$ cat src/rtl/icc_pkg.sv
// shared constants, types and helper functions of the iteration count colormap
package icc_pkg;

  // default parameter values
  localparam int COUNT_WIDTH_DEF   = 16;
  localparam int FRACTION_BITS_DEF = 16;

  // fixed field widths
  localparam int LIMIT_WIDTH     = 16;
  localparam int GAIN_WIDTH      = 4;
  localparam int LEVEL_WIDTH     = 8;
  localparam int CFG_DATA_WIDTH  = 16;
  localparam int CFG_INDEX_WIDTH = 3;
  localparam int POW_WIDTH       = 2;

  // linear scale is count * 2^24 / limit, quotient reaches 2^24
  localparam int LINEAR_SHIFT = 24;
  localparam int QUOT_WIDTH   = LINEAR_SHIFT + 1;
  // two quotient bits per divider stage
  localparam int DIV_STAGES   = LINEAR_SHIFT / 2;

  // polynomial has four factors, then the gain multiply
  localparam int POLY_STEPS  = 4;
  localparam int LANE_STAGES = POLY_STEPS + 1;

  // register reset values
  localparam logic [LIMIT_WIDTH-1:0] LIMIT_RESET      = 16'd256;
  localparam logic                   SMOOTH_RESET     = 1'b0;
  localparam logic [GAIN_WIDTH-1:0]  RED_GAIN_RESET   = 4'd9;
  localparam logic [GAIN_WIDTH-1:0]  GREEN_GAIN_RESET = 4'd15;
  localparam logic [GAIN_WIDTH-1:0]  BLUE_GAIN_RESET  = 4'd8;

  typedef enum logic [CFG_INDEX_WIDTH-1:0] {
    CFG_LIMIT      = 3'd0,
    CFG_SMOOTH     = 3'd1,
    CFG_PALETTE    = 3'd2,
    CFG_RED_GAIN   = 3'd3,
    CFG_GREEN_GAIN = 3'd4,
    CFG_BLUE_GAIN  = 3'd5
  } cfg_index_t;

  typedef enum logic [1:0] {
    PAL_BLUE    = 2'd0,
    PAL_RED     = 2'd1,
    PAL_DEFAULT = 2'd2
  } palette_t;

  // number of t factors per channel
  typedef struct packed {
    logic [POW_WIDTH-1:0] red;
    logic [POW_WIDTH-1:0] green;
    logic [POW_WIDTH-1:0] blue;
  } powers_t;

  typedef struct packed {
    logic [LEVEL_WIDTH-1:0] red;
    logic [LEVEL_WIDTH-1:0] green;
    logic [LEVEL_WIDTH-1:0] blue;
  } color_t;

  typedef struct packed {
    logic [LIMIT_WIDTH-1:0] rem;
    logic                   qbit;
  } div_step_t;

  // palette code to per channel t powers, unused code falls to the default palette
  function automatic powers_t palette_powers(input logic [1:0] sel);
    powers_t pw;
    case (sel)
      PAL_BLUE: begin
        pw.red = 2'd3; pw.green = 2'd2; pw.blue = 2'd1;
      end
      PAL_RED: begin
        pw.red = 2'd1; pw.green = 2'd3; pw.blue = 2'd2;
      end
      default: begin
        pw.red = 2'd2; pw.green = 2'd1; pw.blue = 2'd3;
      end
    endcase
    return pw;
  endfunction

  // one restoring division step, remainder stays below the divisor
  function automatic div_step_t div_step(input logic [LIMIT_WIDTH-1:0] rem,
                                         input logic [LIMIT_WIDTH-1:0] divisor);
    logic [LIMIT_WIDTH:0] twice;
    logic [LIMIT_WIDTH:0] diff;
    div_step_t res;
    twice = {rem, 1'b0};
    diff  = twice - {1'b0, divisor};
    if (twice >= {1'b0, divisor}) begin
      res.rem  = diff[LIMIT_WIDTH-1:0];
      res.qbit = 1'b1;
    end else begin
      res.rem  = twice[LIMIT_WIDTH-1:0];
      res.qbit = 1'b0;
    end
    return res;
  endfunction

endpackage

$ cat src/rtl/icc_poly_lane.sv
// one color channel: gain * 255 * t^a * u^(4-a), one multiply per stage after the first
module icc_poly_lane #(
  parameter int FRACTION_BITS = icc_pkg::FRACTION_BITS_DEF
) (
  input  logic                               clk,
  input  logic                               en,
  input  logic [FRACTION_BITS:0]             t,
  input  logic [FRACTION_BITS:0]             u,
  input  logic [icc_pkg::POW_WIDTH-1:0]      tpow,
  input  logic [icc_pkg::GAIN_WIDTH-1:0]     gain,
  output logic [icc_pkg::LEVEL_WIDTH-1:0]    level
);

  localparam int PW    = FRACTION_BITS + 1;
  localparam int STEPS = icc_pkg::POLY_STEPS;
  localparam int GW    = icc_pkg::GAIN_WIDTH + icc_pkg::LEVEL_WIDTH;

  logic [PW-1:0] p  [STEPS];
  logic [PW-1:0] tq [STEPS-1];
  logic [PW-1:0] uq [STEPS-1];

  // first factor: p starts at one, so the product is the factor itself
  always_ff @(posedge clk) begin
    if (en) begin
      p[0]  <= (tpow > icc_pkg::POW_WIDTH'(0)) ? t : u;
      tq[0] <= t;
      uq[0] <= u;
    end
  end

  // remaining factors, product truncated back to the fraction
  for (genvar i = 1; i < STEPS; i++) begin : g_step
    logic [PW-1:0]   factor;
    logic [2*PW-1:0] prod;

    always_comb begin
      factor = (tpow > icc_pkg::POW_WIDTH'(i)) ? tq[i-1] : uq[i-1];
      prod   = p[i-1] * factor;
    end

    always_ff @(posedge clk) begin
      if (en) begin
        p[i] <= prod[FRACTION_BITS +: PW];
      end
    end

    if (i < STEPS - 1) begin : g_carry
      always_ff @(posedge clk) begin
        if (en) begin
          tq[i] <= tq[i-1];
          uq[i] <= uq[i-1];
        end
      end
    end
  end

  // gain * 255 scale, keep the low byte
  logic [GW-1:0]    gain_scale;
  logic [GW+PW-1:0] scaled;

  always_comb begin
    gain_scale = (GW'(gain) << icc_pkg::LEVEL_WIDTH) - GW'(gain);
    scaled     = gain_scale * p[STEPS-1];
  end

  always_ff @(posedge clk) begin
    if (en) begin
      level <= scaled[FRACTION_BITS +: icc_pkg::LEVEL_WIDTH];
    end
  end

endmodule

$ cat config.mk
export PLATFORM = sky130hd
export DESIGN_NAME = icc_poly_lane
export DESIGN_NICKNAME = d
export VERILOG_FILES = /design/src/rtl/icc_pkg.sv /design/src/rtl/icc_poly_lane.sv
export SDC_FILE = /design/constraint.sdc
export NUM_CORES = 2
export LEC_CHECK = 0
export ABC_AREA = 1
export ABC_CLOCK_PERIOD_IN_PS = 8000
export BUFFER_PORTS_ARGS = -buffer_cell sky130_fd_sc_hd__buf_2
export CAP_MARGIN = 20
export CORE_MARGIN = 2
export CORE_UTILIZATION = 55
export CTS_CLUSTER_SIZE = 28
export DETAILED_ROUTE_END_ITERATION = 7
export PLACE_DENSITY_LB_ADDON = 0.25
export SYNTH_ARGS = -nofsm -noshare
export SYNTH_HDL_FRONTEND = slang
export SYNTH_SLANG_ARGS = --single-unit
$ cat constraint.sdc
create_clock -name clk -period 8 [get_ports clk]
set_input_delay 1.2 -clock clk [delete_from_list [all_inputs] [get_ports clk]]
set_output_delay 1.2 -clock clk [all_outputs]
set_load 0.005 [all_outputs]
==> flow_metrics.py <==
metrics = {
    "synth": {
        "syn_avg_cell_area_um2": 8.190,
        "synthMuxAreaShare_pct": 0.4771,
        "synth-compound-area-share_pct": 3.979,
        "synth_top_family_by_area": "adder cells",
        "synth_area_um2": 40120,
        "synth.distinct_cells": 41,
        "synth_xor_xnor_area_share_pct": 1.132,
        "seq_area_frac_synth_pct": 12.05,
        "yosysWarnings": 0,
        "synth-adder-area-share_pct": 51.03,
        "synth_edf_count": 161,
        "netlist_instances": 4899,
        "syn_nets": 6095,
        "synth-simple-area-share_pct": 17.15,
        "synthFlopType": "edfxtp_1",
        "async_flop_share_pct": 0,
        "ys_ff_latch": 161,
    },
    "placed_design": {
        "place_congestion": 0.9691,
        "port_buffers": 49,
        "hpwlAfterDp_um": 93310,
    },
    "cts": {
        "cts_setup_buffers": 0,
        "cts_tree": "done",
        "clk_pin_slew_worst_paths_ns": 0.09,
        "clock_path_buffers": 2,
        "cts-root-buf": "clkbuf_16",
        "worstSkewPairLatency_ns": 0.51,
        "cts_htree_levels": 4,
        "cts_resized": 0,
        "clock-sinks": 161,
        "cts_hold_buf": 0,
        "cts_buffers": 17,
    },
    "timing": {
        "rsz0062_at_grt": "false",
        "setup_viol": 0,
        "fin_worst_skew_ns": 0.02572,
        "fin_crit_sh_pct": 90.53,
        "slew_viol_final": 0,
        "setup_tns_ns": 0,
        "fmaxAchievable_ghz": 0.1381,
        "finalCriticalPeriod_ns": 7.242,
        "hold_viol": 0,
        "relSlewSlack_pct": 33.78,
        "tightest_slew_ns": 0.9933,
    },
    "grt": {
        "antenna_found_initial": 6,
        "grt-ovfl-total": 0,
        "first_global_vias": 32860,
        "grtUsageTotal_pct": 31.62,
        "grt_pass1_wl_um": 180800,
        "grt_max_degree": 72,
    },
    "floorplan": {
        "start_util_pct": 55.28,
        "die_w_um": 274.1,
        "io_pins": 50,
        "coreArea_um2": 72590,
        "num_rows": 99,
        "die_h_um": 274.1,
        "die_area_um2": 75130,
    },
    "setup_path": {
        "r2r-end": "p[2][13]",
        "worst-setup-path-type": "primary input to flip-flop",
        "r2r-start": "p[1][4]",
        "critPathMaxFanout": 17,
        "crit_start": "tpow[1]",
        "worst_r2r_path_depth": 19,
        "r2r_slack_ns": 1.49,
        "worst_ep_arrival_time_ns": 7.50,
        "startpoint_type": "primary input",
        "cp-end-kind": "flip-flop",
        "critPathRequiredTime_ns": 8.25,
        "critical_path.endpoint": "p[1][10]",
    },
    "drt": {
        "wl_um": 111700,
        "dr.pass1.iters": 6,
        "routed-wl-met3_um": 9308,
        "avgRoutedWirePerCell_um": 19.14,
        "vias": 31180,
        "wl_met2_um": 51340,
        "top_layer_used": "met4",
        "viasPerCell": 5.342,
        "wl_met1_um": 46450,
        "ant_nets": 0,
        "drcViolationCount": 0,
        "drt_iter0_drc": 2434,
    },
    "cells_and_area": {
        "finalNetCount": 6060,
        "regArea_um2": 4835,
        "multi_input_area_um2": 29600,
        "layout.cells.most_common": "inv_1",
        "area.growth.synth_to_final_pct": 4.490,
        "fillCellCount": 6700,
        "layout_common_cells": "1325 x inv_1, 1106 x nand2_1, 804 x fa_1",
        "drive_above_1_share_pct": 4.244,
    },
    "job": {
        "drv_cap": 0,
    },
    "outcome": {
        "status": "finished clean",
    },
    "worst_hold_path": {
        "hold_class": "flip-flop to flip-flop",
    },
}
critical path, stage by stage:
cell and delay (ns):
buf_2 0.14, inv_1 0.48, or2_2 0.22, o21ai_0 0.23
inv_1 0.27, buf_4 0.22, nand2_1 0.09, fa_1 0.56
inv_1 0.05, fa_1 0.48, fa_1 0.57, fa_1 0.43
fa_1 0.49, inv_1 0.05, fa_1 0.48, inv_1 0.05
ha_1 0.37, a21oi_1 0.28, inv_1 0.06, a21oi_1 0.23
inv_1 0.09, o21ai_0 0.23, nand3_1 0.10, nand2_1 0.07
nand2_1 0.05
routing by layer:
metal	track usage [%]	vias up
li1	-	14180
met3	5.473	276
met5	0	-
met4	12.36	0
met2	50.86	1370
met1	42.90	15360
cell usage after synthesis, types with 9 or more instances:
| library cell | instances | share of area (%) |
|---|---|---|
| o21ai_0 | 64 | 0.80 |
| a21oi_1 | 104 | 1.3 |
| nor3_1 | 20 | 0.25 |
| clkinv_1 | 17 | 0.16 |
| o21bai_1 | 23 | 0.43 |
| fa_1 | 804 | 40 |
| inv_1 | 1325 | 12 |
| a21boi_0 | 9 | 0.17 |
| nand3_1 | 87 | 1.1 |
| inv_2 | 10 | 0.094 |
| or2_2 | 32 | 0.50 |
| edfxtp_1 | 161 | 12 |
| buf_2 | 18 | 0.22 |
| o21ai_2 | 17 | 0.37 |
| ha_1 | 350 | 11 |
| mux2_2 | 17 | 0.48 |
| xnor2_1 | 15 | 0.33 |
| nand2_1 | 1106 | 10 |
| nor2_1 | 466 | 4.4 |
| nand4_1 | 19 | 0.30 |
| o21a_1 | 10 | 0.19 |
| a21o_1 | 17 | 0.32 |
| clkbuf_1 | 111 | 1.0 |
| xor2_1 | 35 | 0.76 |
layout make-up:
type / instances / share of cell area [%]
tap: 959 / 2.862
sequential: 161 / 11.53
timing repair buffer: 93 / 1.406
antenna: 2 / 0.01194
inverter: 1352 / 12.10
clock inverter: 15 / 0.4745
clock buffer: 17 / 1.015
multi-input combinational: 3239 / 70.60
logic make-up (layout without fill, tap and decap cells):
logic type	Yosys count	in the layout
flip-flops	161	161
adder cells (fa/ha/maj)	1154	1154
other	0	2
AO/OA/AOI/OAI	269	269
AND/OR/NAND/NOR	1748	1748
XOR/XNOR	51	51
buffers and inverters	1499	1477
multiplexers	17	17
flip-flops by register name (all words and copies together), names as in the netlist:
name   count
p         68
tq        34
uq        51
level      8
through the flow:
| stage | setup WS [ns] | util (%) | instance area (µm²) | cells | hold WS (ns) |
|---|---|---|---|---|---|
| after detailed placement | 0.3303 | 56.87 | 41280 | 5803 | 0.4519 |
| after global placement | 0.3893 | 56.87 | 41280 | 5803 | 0.4356 |
| final | 0.7579 | 57.76 | 41930 | 5838 | 0.4829 |
| after CTS | 0.8806 | 57.73 | 41910 | 5835 | 0.4855 |
| after global routing | 0.5215 | 57.75 | 41920 | 5836 | 0.4914 |
| after floorplan | 1.341 | - | 40120 | 4899 | 0.4179 |
worst min path at each step:
stage | start | endpoint | slack, ns | depth (start not counted)
global placement | uq[0][33] | uq[0][50] | 0.44 | 0
detailed placement | uq[0][33] | uq[0][50] | 0.45 | 0
CTS | uq[0][33] | uq[0][50] | 0.49 | 0
global route | tq[0][12] | tq[0][29] | 0.49 | 0
finish | tq[0][12] | tq[0][29] | 0.48 | 0
floorplan | tq[0][16] | tq[0][33] | 0.42 | 0
Power is left out: the tool's default activity adds up to more than one toggle a clock period on the data nets, which glitch-free logic cannot reach.
