<file path="config.mk">
export PLATFORM = sky130hd
export DESIGN_NAME = icc_div
export DESIGN_NICKNAME = d
export VERILOG_FILES = /design/src/rtl/icc_pkg.sv /design/src/rtl/icc_div.sv
export SDC_FILE = /design/constraint.sdc
export NUM_CORES = 1
export LEC_CHECK = 0
export ABC_CLOCK_PERIOD_IN_PS = 10200
export BUFFER_PORTS_ARGS = -buffer_cell sky130_fd_sc_hd__buf_4
export CAP_MARGIN = 20
export CORE_MARGIN = 2
export CORE_UTILIZATION = 40
export CTS_CLUSTER_DIAMETER = 200
export DETAILED_ROUTE_END_ITERATION = 6
export HOLD_SLACK_MARGIN = 0.06
export MAX_ROUTING_LAYER = met4
export REMOVE_ABC_BUFFERS = 1
export SETUP_SLACK_MARGIN = 0.15
export SLEW_MARGIN = 10
export SYNTH_ARGS = -nofsm -noshare
export SYNTH_HDL_FRONTEND = slang
export SYNTH_SLANG_ARGS = --single-unit
</file>
<file path="constraint.sdc">
create_clock -name clk -period 10.2 [get_ports clk]
set_input_delay 2.04 -clock clk [delete_from_list [all_inputs] [get_ports clk]]
set_output_delay 2.04 -clock clk [all_outputs]
set_load 0.1 [all_outputs]
</file>
<file path="src/rtl/icc_pkg.sv">
// shared constants, types and helper functions of the iteration count colormap
package icc_pkg;

  // default parameter values
  localparam int COUNT_WIDTH_DEF   = 16;
  localparam int FRACTION_BITS_DEF = 16;

  // fixed field widths
  localparam int LIMIT_WIDTH     = 16;
  localparam int GAIN_WIDTH      = 4;
  localparam int LEVEL_WIDTH     = 8;
  localparam int CFG_DATA_WIDTH  = 16;
  localparam int CFG_INDEX_WIDTH = 3;
  localparam int POW_WIDTH       = 2;

  // linear scale is count * 2^24 / limit, quotient reaches 2^24
  localparam int LINEAR_SHIFT = 24;
  localparam int QUOT_WIDTH   = LINEAR_SHIFT + 1;
  // two quotient bits per divider stage
  localparam int DIV_STAGES   = LINEAR_SHIFT / 2;

  // polynomial has four factors, then the gain multiply
  localparam int POLY_STEPS  = 4;
  localparam int LANE_STAGES = POLY_STEPS + 1;

  // register reset values
  localparam logic [LIMIT_WIDTH-1:0] LIMIT_RESET      = 16'd256;
  localparam logic                   SMOOTH_RESET     = 1'b0;
  localparam logic [GAIN_WIDTH-1:0]  RED_GAIN_RESET   = 4'd9;
  localparam logic [GAIN_WIDTH-1:0]  GREEN_GAIN_RESET = 4'd15;
  localparam logic [GAIN_WIDTH-1:0]  BLUE_GAIN_RESET  = 4'd8;

  typedef enum logic [CFG_INDEX_WIDTH-1:0] {
    CFG_LIMIT      = 3'd0,
    CFG_SMOOTH     = 3'd1,
    CFG_PALETTE    = 3'd2,
    CFG_RED_GAIN   = 3'd3,
    CFG_GREEN_GAIN = 3'd4,
    CFG_BLUE_GAIN  = 3'd5
  } cfg_index_t;

  typedef enum logic [1:0] {
    PAL_BLUE    = 2'd0,
    PAL_RED     = 2'd1,
    PAL_DEFAULT = 2'd2
  } palette_t;

  // number of t factors per channel
  typedef struct packed {
    logic [POW_WIDTH-1:0] red;
    logic [POW_WIDTH-1:0] green;
    logic [POW_WIDTH-1:0] blue;
  } powers_t;

  typedef struct packed {
    logic [LEVEL_WIDTH-1:0] red;
    logic [LEVEL_WIDTH-1:0] green;
    logic [LEVEL_WIDTH-1:0] blue;
  } color_t;

  typedef struct packed {
    logic [LIMIT_WIDTH-1:0] rem;
    logic                   qbit;
  } div_step_t;

  // palette code to per channel t powers, unused code falls to the default palette
  function automatic powers_t palette_powers(input logic [1:0] sel);
    powers_t pw;
    case (sel)
      PAL_BLUE: begin
        pw.red = 2'd3; pw.green = 2'd2; pw.blue = 2'd1;
      end
      PAL_RED: begin
        pw.red = 2'd1; pw.green = 2'd3; pw.blue = 2'd2;
      end
      default: begin
        pw.red = 2'd2; pw.green = 2'd1; pw.blue = 2'd3;
      end
    endcase
    return pw;
  endfunction

  // one restoring division step, remainder stays below the divisor
  function automatic div_step_t div_step(input logic [LIMIT_WIDTH-1:0] rem,
                                         input logic [LIMIT_WIDTH-1:0] divisor);
    logic [LIMIT_WIDTH:0] twice;
    logic [LIMIT_WIDTH:0] diff;
    div_step_t res;
    twice = {rem, 1'b0};
    diff  = twice - {1'b0, divisor};
    if (twice >= {1'b0, divisor}) begin
      res.rem  = diff[LIMIT_WIDTH-1:0];
      res.qbit = 1'b1;
    end else begin
      res.rem  = twice[LIMIT_WIDTH-1:0];
      res.qbit = 1'b0;
    end
    return res;
  endfunction

endpackage

</file>
<file path="src/rtl/icc_div.sv">
// pipelined restoring divider computing count * 2^24 / limit, two bits per stage
module icc_div (
  input  logic                                clk,
  input  logic                                rst,
  input  logic                                en,
  input  logic                                in_valid,
  input  logic [icc_pkg::LIMIT_WIDTH-1:0]     count,
  input  logic [icc_pkg::LIMIT_WIDTH-1:0]     limit,
  output logic                                out_valid,
  output logic [icc_pkg::QUOT_WIDTH-1:0]      quotient
);

  localparam int STAGES = icc_pkg::DIV_STAGES;
  localparam int QW     = icc_pkg::QUOT_WIDTH;

  logic [STAGES:0]                     vld;
  logic [icc_pkg::LIMIT_WIDTH-1:0]     rem [STAGES+1];
  logic [QW-1:0]                       quo [STAGES+1];

  // valid bits travel with the data
  always_ff @(posedge clk) begin
    if (rst) begin
      vld <= '0;
    end else if (en) begin
      vld <= {vld[STAGES-1:0], in_valid};
    end
  end

  // entry stage: count never exceeds limit, so the top quotient bit is count == limit
  always_ff @(posedge clk) begin
    if (en) begin
      if (count == limit) begin
        rem[0] <= '0;
        quo[0] <= QW'(1);
      end else begin
        rem[0] <= count;
        quo[0] <= '0;
      end
    end
  end

  // remaining quotient bits, two per stage
  for (genvar s = 0; s < STAGES; s++) begin : g_stage
    icc_pkg::div_step_t step_hi;
    icc_pkg::div_step_t step_lo;

    always_comb begin
      step_hi = icc_pkg::div_step(rem[s], limit);
      step_lo = icc_pkg::div_step(step_hi.rem, limit);
    end

    always_ff @(posedge clk) begin
      if (en) begin
        rem[s+1] <= step_lo.rem;
        quo[s+1] <= {quo[s][QW-3:0], step_hi.qbit, step_lo.qbit};
      end
    end
  end

  assign out_valid = vld[STAGES];
  assign quotient  = quo[STAGES];

endmodule

</file>
==> flow_summary_export.csv, run 1 <==
group,metric,value,unit
detailed_routing,vias,25600,
logic_synthesis,synth_top_cell_area_share,33.0,%
sta,period_needed,7.94,ns
finish,most-common-layout-cells,"372 x ha_1, 361 x edfxtp_1, 278 x nor2_1, 269 x a21oi_1, 220 x mux2_2",
setup_path,crit_path_end_kind,"register",
logic_synthesis,yosysWarnings,0,
setup_path,ff2ff_setup_slack,3.99,ns
sta,fmax,126,MHz
setup_path,cp.arrival,8.30,ns
sta,final-hold-violation-count,0,
grt,grt_pass1_wl,134000,um
placed_design,port_buffers,61,
detailed_routing,drcViolationCount,0,
logic_synthesis,seq_area_frac_synth,33.8,%
setup_path,criticalPathCategory,"input port to register",
clock_tree,cts_hold_buf,0,
placed_design,hpwlAfterDp,64400,um
clock_tree,h-tree-depth,2,
logic_synthesis,synth_edf_count,361,
sta,fin_ws,2.26,ns
grt,grt_usage,20.5,%
finish,final_core_util,44.3,%
setup_path,critPathMaxFanout,24,
logic_synthesis,ys.flop_type,"edfxtp_1",
logic_synthesis,synth.largest_area_cell,"edfxtp_1",
detailed_routing,via_per_inst,5.66,
detailed_routing,wl_per_cell,19.2,um
sta,rsz0062_at_grt,"false",
setup_path,start_kind,"input port",
run_status,status,"completed",
clock_tree,numClockSinks,374,
finish,diodes,0,
detailed_routing,m1WireLength,38600,um
logic_synthesis,ys_ff_latch,374,
setup_path,slowest_delay,0.71,ns
finish,drive_gt1_share,13.9,%
setup_path,cpLargestDelayFamily,"compound AO/OA/AOI/OAI gates",
placed_design,pre_cts_ws,1.72,ns
setup_path,critPathRequiredTime,10.56,ns
logic_synthesis,async_flop_share,0,%
finish,layout-area-overhead-vs-synth,10.3,%
detailed_routing,top_layer_used,"met4",
floorplanning,rows,105,
logic_synthesis,netlist_area,32900,um^2
floorplanning,initial_core_util,40.2,%
sta,tns,0,ns
detailed_routing,ant_nets,0,
clock_tree,cts_setup_buffers,0,
clock_tree,clk_path_buf_depth,3,
floorplanning,ios,62,
detailed_routing,drtIter0Drc,1749,
floorplanning,core,81700,um^2
sta,tightestPinTransition,0.960,ns
setup_path,crit_buf_inv,3,
finish,fillers,7860,
grt,grt_pass1_vias,24600,
clock_tree,clk_pin_slew,0.06,ns
sta,skew,0.0193,ns
clock_tree,clk_latency,0.62,ns
grt,antenna_found_initial,0,
setup_path,slowest_stage,"o21ai_2",
detailed_routing,wirelength,87100,um
clock_tree,ctsResizeCount,0,
sta,fin_crit_sh,77.9,%
grt,overflow,0,
sta,setup_viol,0,
detailed_routing,met2_wirelength,40700,um
placed_design,gp_congestion,0.908,
sta,slew_headroom,36.0,%
logic_synthesis,synth_area_leaders,"edfxtp_1 33%, ha_1 14%, mux2_2 7.5%",
finish,final_common_cell,"ha_1",
clock_tree,cts_buffers,47,
detailed_routing,wl_met3,3910,um
setup_path,path_cells,"buf_4 -> clkinv_1 -> ha_1 -> nor3_1 -> nand2b_1 -> or4_1 -> nand4_1 -> nand2_1 -> o21ai_2 -> inv_2 -> mux2_2 -> ha_1 -> nand3_1 -> or2_2 -> a211oi_1 -> nor4_1 -> o21ai_0 -> a221o_1 -> a21o_1 -> a21oi_4 -> mux2_2",
detailed_routing,detail_route.first_pass.iterations,5,
clock_tree,root_buffer,"clkbuf_16",
floorplanning,die_w,291,um
floorplanning,die-area,84400,um^2
logic_synthesis,synthCells,3342,
logic_synthesis,ys_types,90,
logic_synthesis,synth.avg_cell_area,9.83,um^2
run,cap_violations,0,
clock_tree,cts_tree,"done",
worst_hold_path,hp-class,"register to register",
floorplanning,die_height,291,um
sta,timing.final.max_slew_violations,0,
grt,grt_start_max_net_pins,127,
finish,nNetsFinal,3836,
[cell usage after synthesis (36+ instances only)]
cell,number
inv_1,123
o21ai_0,177
a21o_1,103
or3_1,36
o21a_1,56
nand3_1,59
ha_1,372
edfxtp_1,361
nor3_1,81
xor2_1,85
mux2_2,220
nand4_1,50
nand2_1,172
nor2_1,278
nor2b_1,48
a211oi_1,36
a21oi_1,269
xnor2_1,200
and2_1,37
mux2i_1,59
[metal layers]
metal | vias up | global-route usage [%]
met5 | - | -
met4 | 0 | 8.56
met2 | 560 | 33.8
met1 | 12100 | 25.4
li1 | 12800 | -
met3 | 200 | 2.70
[area by class of cell]
class	instances	area [um^2]	area share [%]
clock buffers	53	1200	3.31
clock inverters	34	459	1.27
inverters	129	484	1.34
multi-input cells	2751	20800	57.4
flip-flops and latches	374	11100	30.6
well taps	1070	1340	3.70
repair buffers	113	868	2.40
[final timing paths]
check	startpoint	endpoint	depth (start not counted)
max	limit[10]	rem[1][25]$_DFFE_PP_	21
min	quo[1][92]$_DFFE_PP_	quo[1][119]$_DFFE_PP_	0
max reg2reg	rem[0][32]$_SDFFCE_PN0P_	rem[0][49]$_DFFE_PP_	20
min reg2reg	quo[1][92]$_DFFE_PP_	quo[1][119]$_DFFE_PP_	0
[state kept, by name, summed over array words and instances (netlist names)]
register,cells
rem,192
vld,13
quo,169
[worst reg2reg max path: cells and delay by family (launching register included)]
| kind | cells | cell delay, ns |
|---|---|---|
| buffers and inverters | 2 | 0.64 |
| AO/OA/AOI/OAI | 9 | 2.12 |
| flip-flops | 1 | 0.48 |
| adder cells (fa/ha/maj) | 2 | 0.68 |
| AND/OR/NAND/NOR | 5 | 1.28 |
| multiplexers | 2 | 0.77 |
[metrics by stage]
| stage | instance area (um^2) | instances | hold slack, ns |
|---|---|---|---|
| final | 36200 | 4524 | 0.414 |
| after detailed placement | 34600 | 4437 | 0.405 |
| after CTS | 36200 | 4524 | 0.415 |
| after global placement | 34600 | 4437 | 0.400 |
| after global routing | 36200 | 4524 | 0.419 |
| after floorplan | 32400 | 3254 | 0.400 |
[logic make-up (layout without fill, tap and decap cells)]
kind of cell / Yosys count / in the layout / synth area share, %
xor gates and xnor gates: 285 / 285 / 7.60
buffers and inverters: 217 / 329 / 2.99
DFF: 374 / 374 / 33.8
muxes: 279 / 279 / 9.34
adders and majority gates: 384 / 384 / 14.9
AOI/OAI and AO/OA: 911 / 911 / 18.1
and+or+nand+nor: 892 / 892 / 13.3
Power of run 1 is left out: the tool's default activity adds up to more than one toggle a clock period on the data nets, which glitch-free logic cannot reach.
==> run 2, diff against run 1 <==
ABC_CLOCK_PERIOD_IN_PS = 6790   (was 10200)
clock period = 6.79 ns   (was 10.2 ns; I/O delays follow)
==> run 2 against run 1 <==
Core utilization grew 1.1 points. Cell area grew 2.4%. Non-clock buffer count up 86. Cell count grew 1.8%. Sequential share of layout area shrank 0.73 points. Register-to-register slack worse by 2.6 ns. Sequential cell count unchanged. Largest cell class unchanged. Highest routed layer unchanged.
==> flow_summary_export.csv, run 2 (synthesis gave the netlist of run 1 again) <==
group,metric,value,unit
run_status,status,"completed",
placed_design,pre_cts_ws,-0.0233,ns
clock_tree,root_buffer,"clkbuf_16",
clock_tree,cts_hold_buf,0,
floorplanning,die_height,291,um
grt,grt_start_max_net_pins,115,
grt,antenna_found_initial,1,
setup_path,ff2ff_setup_slack,1.42,ns
detailed_routing,via_per_inst,5.65,
setup_path,reg2regPathDepth,19,
setup_path,start_kind,"input port",
detailed_routing,drtIter0Drc,1622,
finish,final_core_util,45.4,%
clock_tree,cts_setup_buffers,0,
clock_tree,cts_buffers,47,
finish,most-common-layout-cells,"372 x ha_1, 361 x edfxtp_1, 278 x nor2_1, 269 x a21oi_1, 220 x mux2_2",
detailed_routing,wirelength,89100,um
finish,top_register,"rem",
setup_path,cp.arrival,6.50,ns
clock_tree,h-tree-depth,2,
detailed_routing,vias,26000,
placed_design,gp_congestion,0.900,
grt,grt_pass1_vias,24800,
sta,slew_headroom,33.2,%
floorplanning,rows,105,
finish,final_area,37100,um^2
finish,reg_top3,"rem (192), quo (169), vld (13)",
clock_tree,clk_pin_slew,0.06,ns
finish,drive_gt1_share,16.0,%
placed_design,port_buffers,61,
clock_tree,numClockSinks,374,
setup_path,crit_path_end_kind,"register",
sta,fmax,162,MHz
sta,fin_crit_sh,90.7,%
finish,largest_reg_flops,192,
worst_hold_path,hold_end,"quo[1][68]$_DFFE_PP_",
detailed_routing,drcViolationCount,0,
floorplanning,core,81700,um^2
placed_design,dpl_cell_area,35600,um^2
floorplanning,ios,62,
setup_path,r2r-end,"rem[1][18]$_DFFE_PP_",
sta,fin_ws,0.630,ns
grt,overflow,0,
detailed_routing,wl_per_cell,19.3,um
sta,rsz0062_at_grt,"false",
finish,final_common_cell,"ha_1",
setup_path,criticalPathCategory,"input port to register",
setup_path,critPathRequiredTime,7.13,ns
finish,layout-area-overhead-vs-synth,13.0,%
clock_tree,cts_tree,"done",
finish,nNetsFinal,3922,
setup_path,r2r_start,"rem[1][3]$_DFFE_PP_",
sta,period_needed,6.16,ns
clock_tree,clk_latency,0.60,ns
sta,setup_viol,0,
floorplanning,initial_core_util,40.2,%
sta,tightestPinTransition,0.999,ns
worst_hold_path,hp-class,"register to register",
finish,diodes,0,
grt,grt_usage,21.2,%
clock_tree,ctsResizeCount,0,
placed_design,hpwlAfterDp,65300,um
floorplanning,die-area,84400,um^2
worst_hold_path,hp-start,"quo[1][41]$_DFFE_PP_",
setup_path,critPathMaxFanout,13,
grt,grt_pass1_wl,138000,um
sta,whs,0.413,ns
floorplanning,die_w,291,um
clock_tree,clk_path_buf_depth,3,
detailed_routing,detail_route.first_pass.iterations,5,
run,cap_violations,0,
sta,final-hold-violation-count,0,
sta,timing.final.max_slew_violations,0,
detailed_routing,ant_nets,0,
sta,skew,0.0245,ns
worst_hold_path,whs_path_depth,0,
==> run 2: cell count changes in the layout (fill, tap and decap cells not counted) <==
| cell | change |
|---|---|
| clkinvlp_4 | +5 |
| clkinv_4 | -1 |
| inv_6 | +2 |
| clkinv_8 | -2 |
| o21ai_2 | +1 |
| buf_12 | +27 |
| buf_4 | +59 |
| o21ai_1 | -1 |
| bufinv_16 | -3 |
| clkinv_2 | -1 |
| inv_16 | -1 |
| clkinvlp_2 | +1 |
| clkbuf_1 | -3 |
==> run 2: final cells by class <==
type,instances,area (um^2)
Timing Repair Buffer,199,1850
Inverter,129,484
Multi-Input combinational cell,2751,20800
Clock buffer,50,1190
Clock inverter,34,363
Tap cell,1070,1340
Fill cell,7915,44600
Sequential cell,374,11100
==> run 2: worst max-delay path by stage <==
stage / start / to / slack (ns)
floorplan: limit[1] / rem[2][49]$_DFFE_PP_ / -0.52
global placement: limit[3] / rem[2][52]$_DFFE_PP_ / 0.03
detailed placement: limit[3] / rem[2][49]$_DFFE_PP_ / -0.02
CTS: limit[3] / rem[2][49]$_DFFE_PP_ / 0.62
global route: limit[1] / rem[2][49]$_DFFE_PP_ / 0.18
finish: limit[1] / rem[0][51]$_DFFE_PP_ / 0.63
==> run 2: through the flow <==
stage | instances | TNS, ns
after floorplan | 3254 | -21.86
after global placement | 4523 | 0
after detailed placement | 4523 | -0.103
after CTS | 4607 | 0
after global routing | 4607 | 0
final | 4607 | 0
==> run 2: routing by layer <==
| layer | part of all wire [%] | vias to the layer above | global-route usage (%) |
|---|---|---|---|
| met5 | 0 | - | - |
| met4 | 3.7 | 0 | 7.43 |
| li1 | - | 12900 | - |
| met1 | 45 | 12400 | 26.7 |
| met3 | 4.0 | 168 | 2.20 |
| met2 | 48 | 567 | 35.4 |
==> run 2: critical path, cell delays in order <==
cell and delay, ns:
buf_4 0.12, inv_2 0.33, buf_4 0.34, ha_1 0.19, nor2b_1 0.17, o211ai_1 0.10
a21oi_1 0.22, o2111a_1 0.31, nor2_1 0.07, o21a_1 0.16, o21a_1 0.21, inv_2 0.22
mux2_2 0.38, ha_1 0.34, a21o_1 0.20, a21oi_1 0.18, nor3b_1 0.20, inv_1 0.06
o221a_2 0.27, o21a_1 0.25, nor2_4 0.25, buf_4 0.23, mux2i_1 0.22, mux2i_1 0.09
Power of run 2 is left out for the same reason.
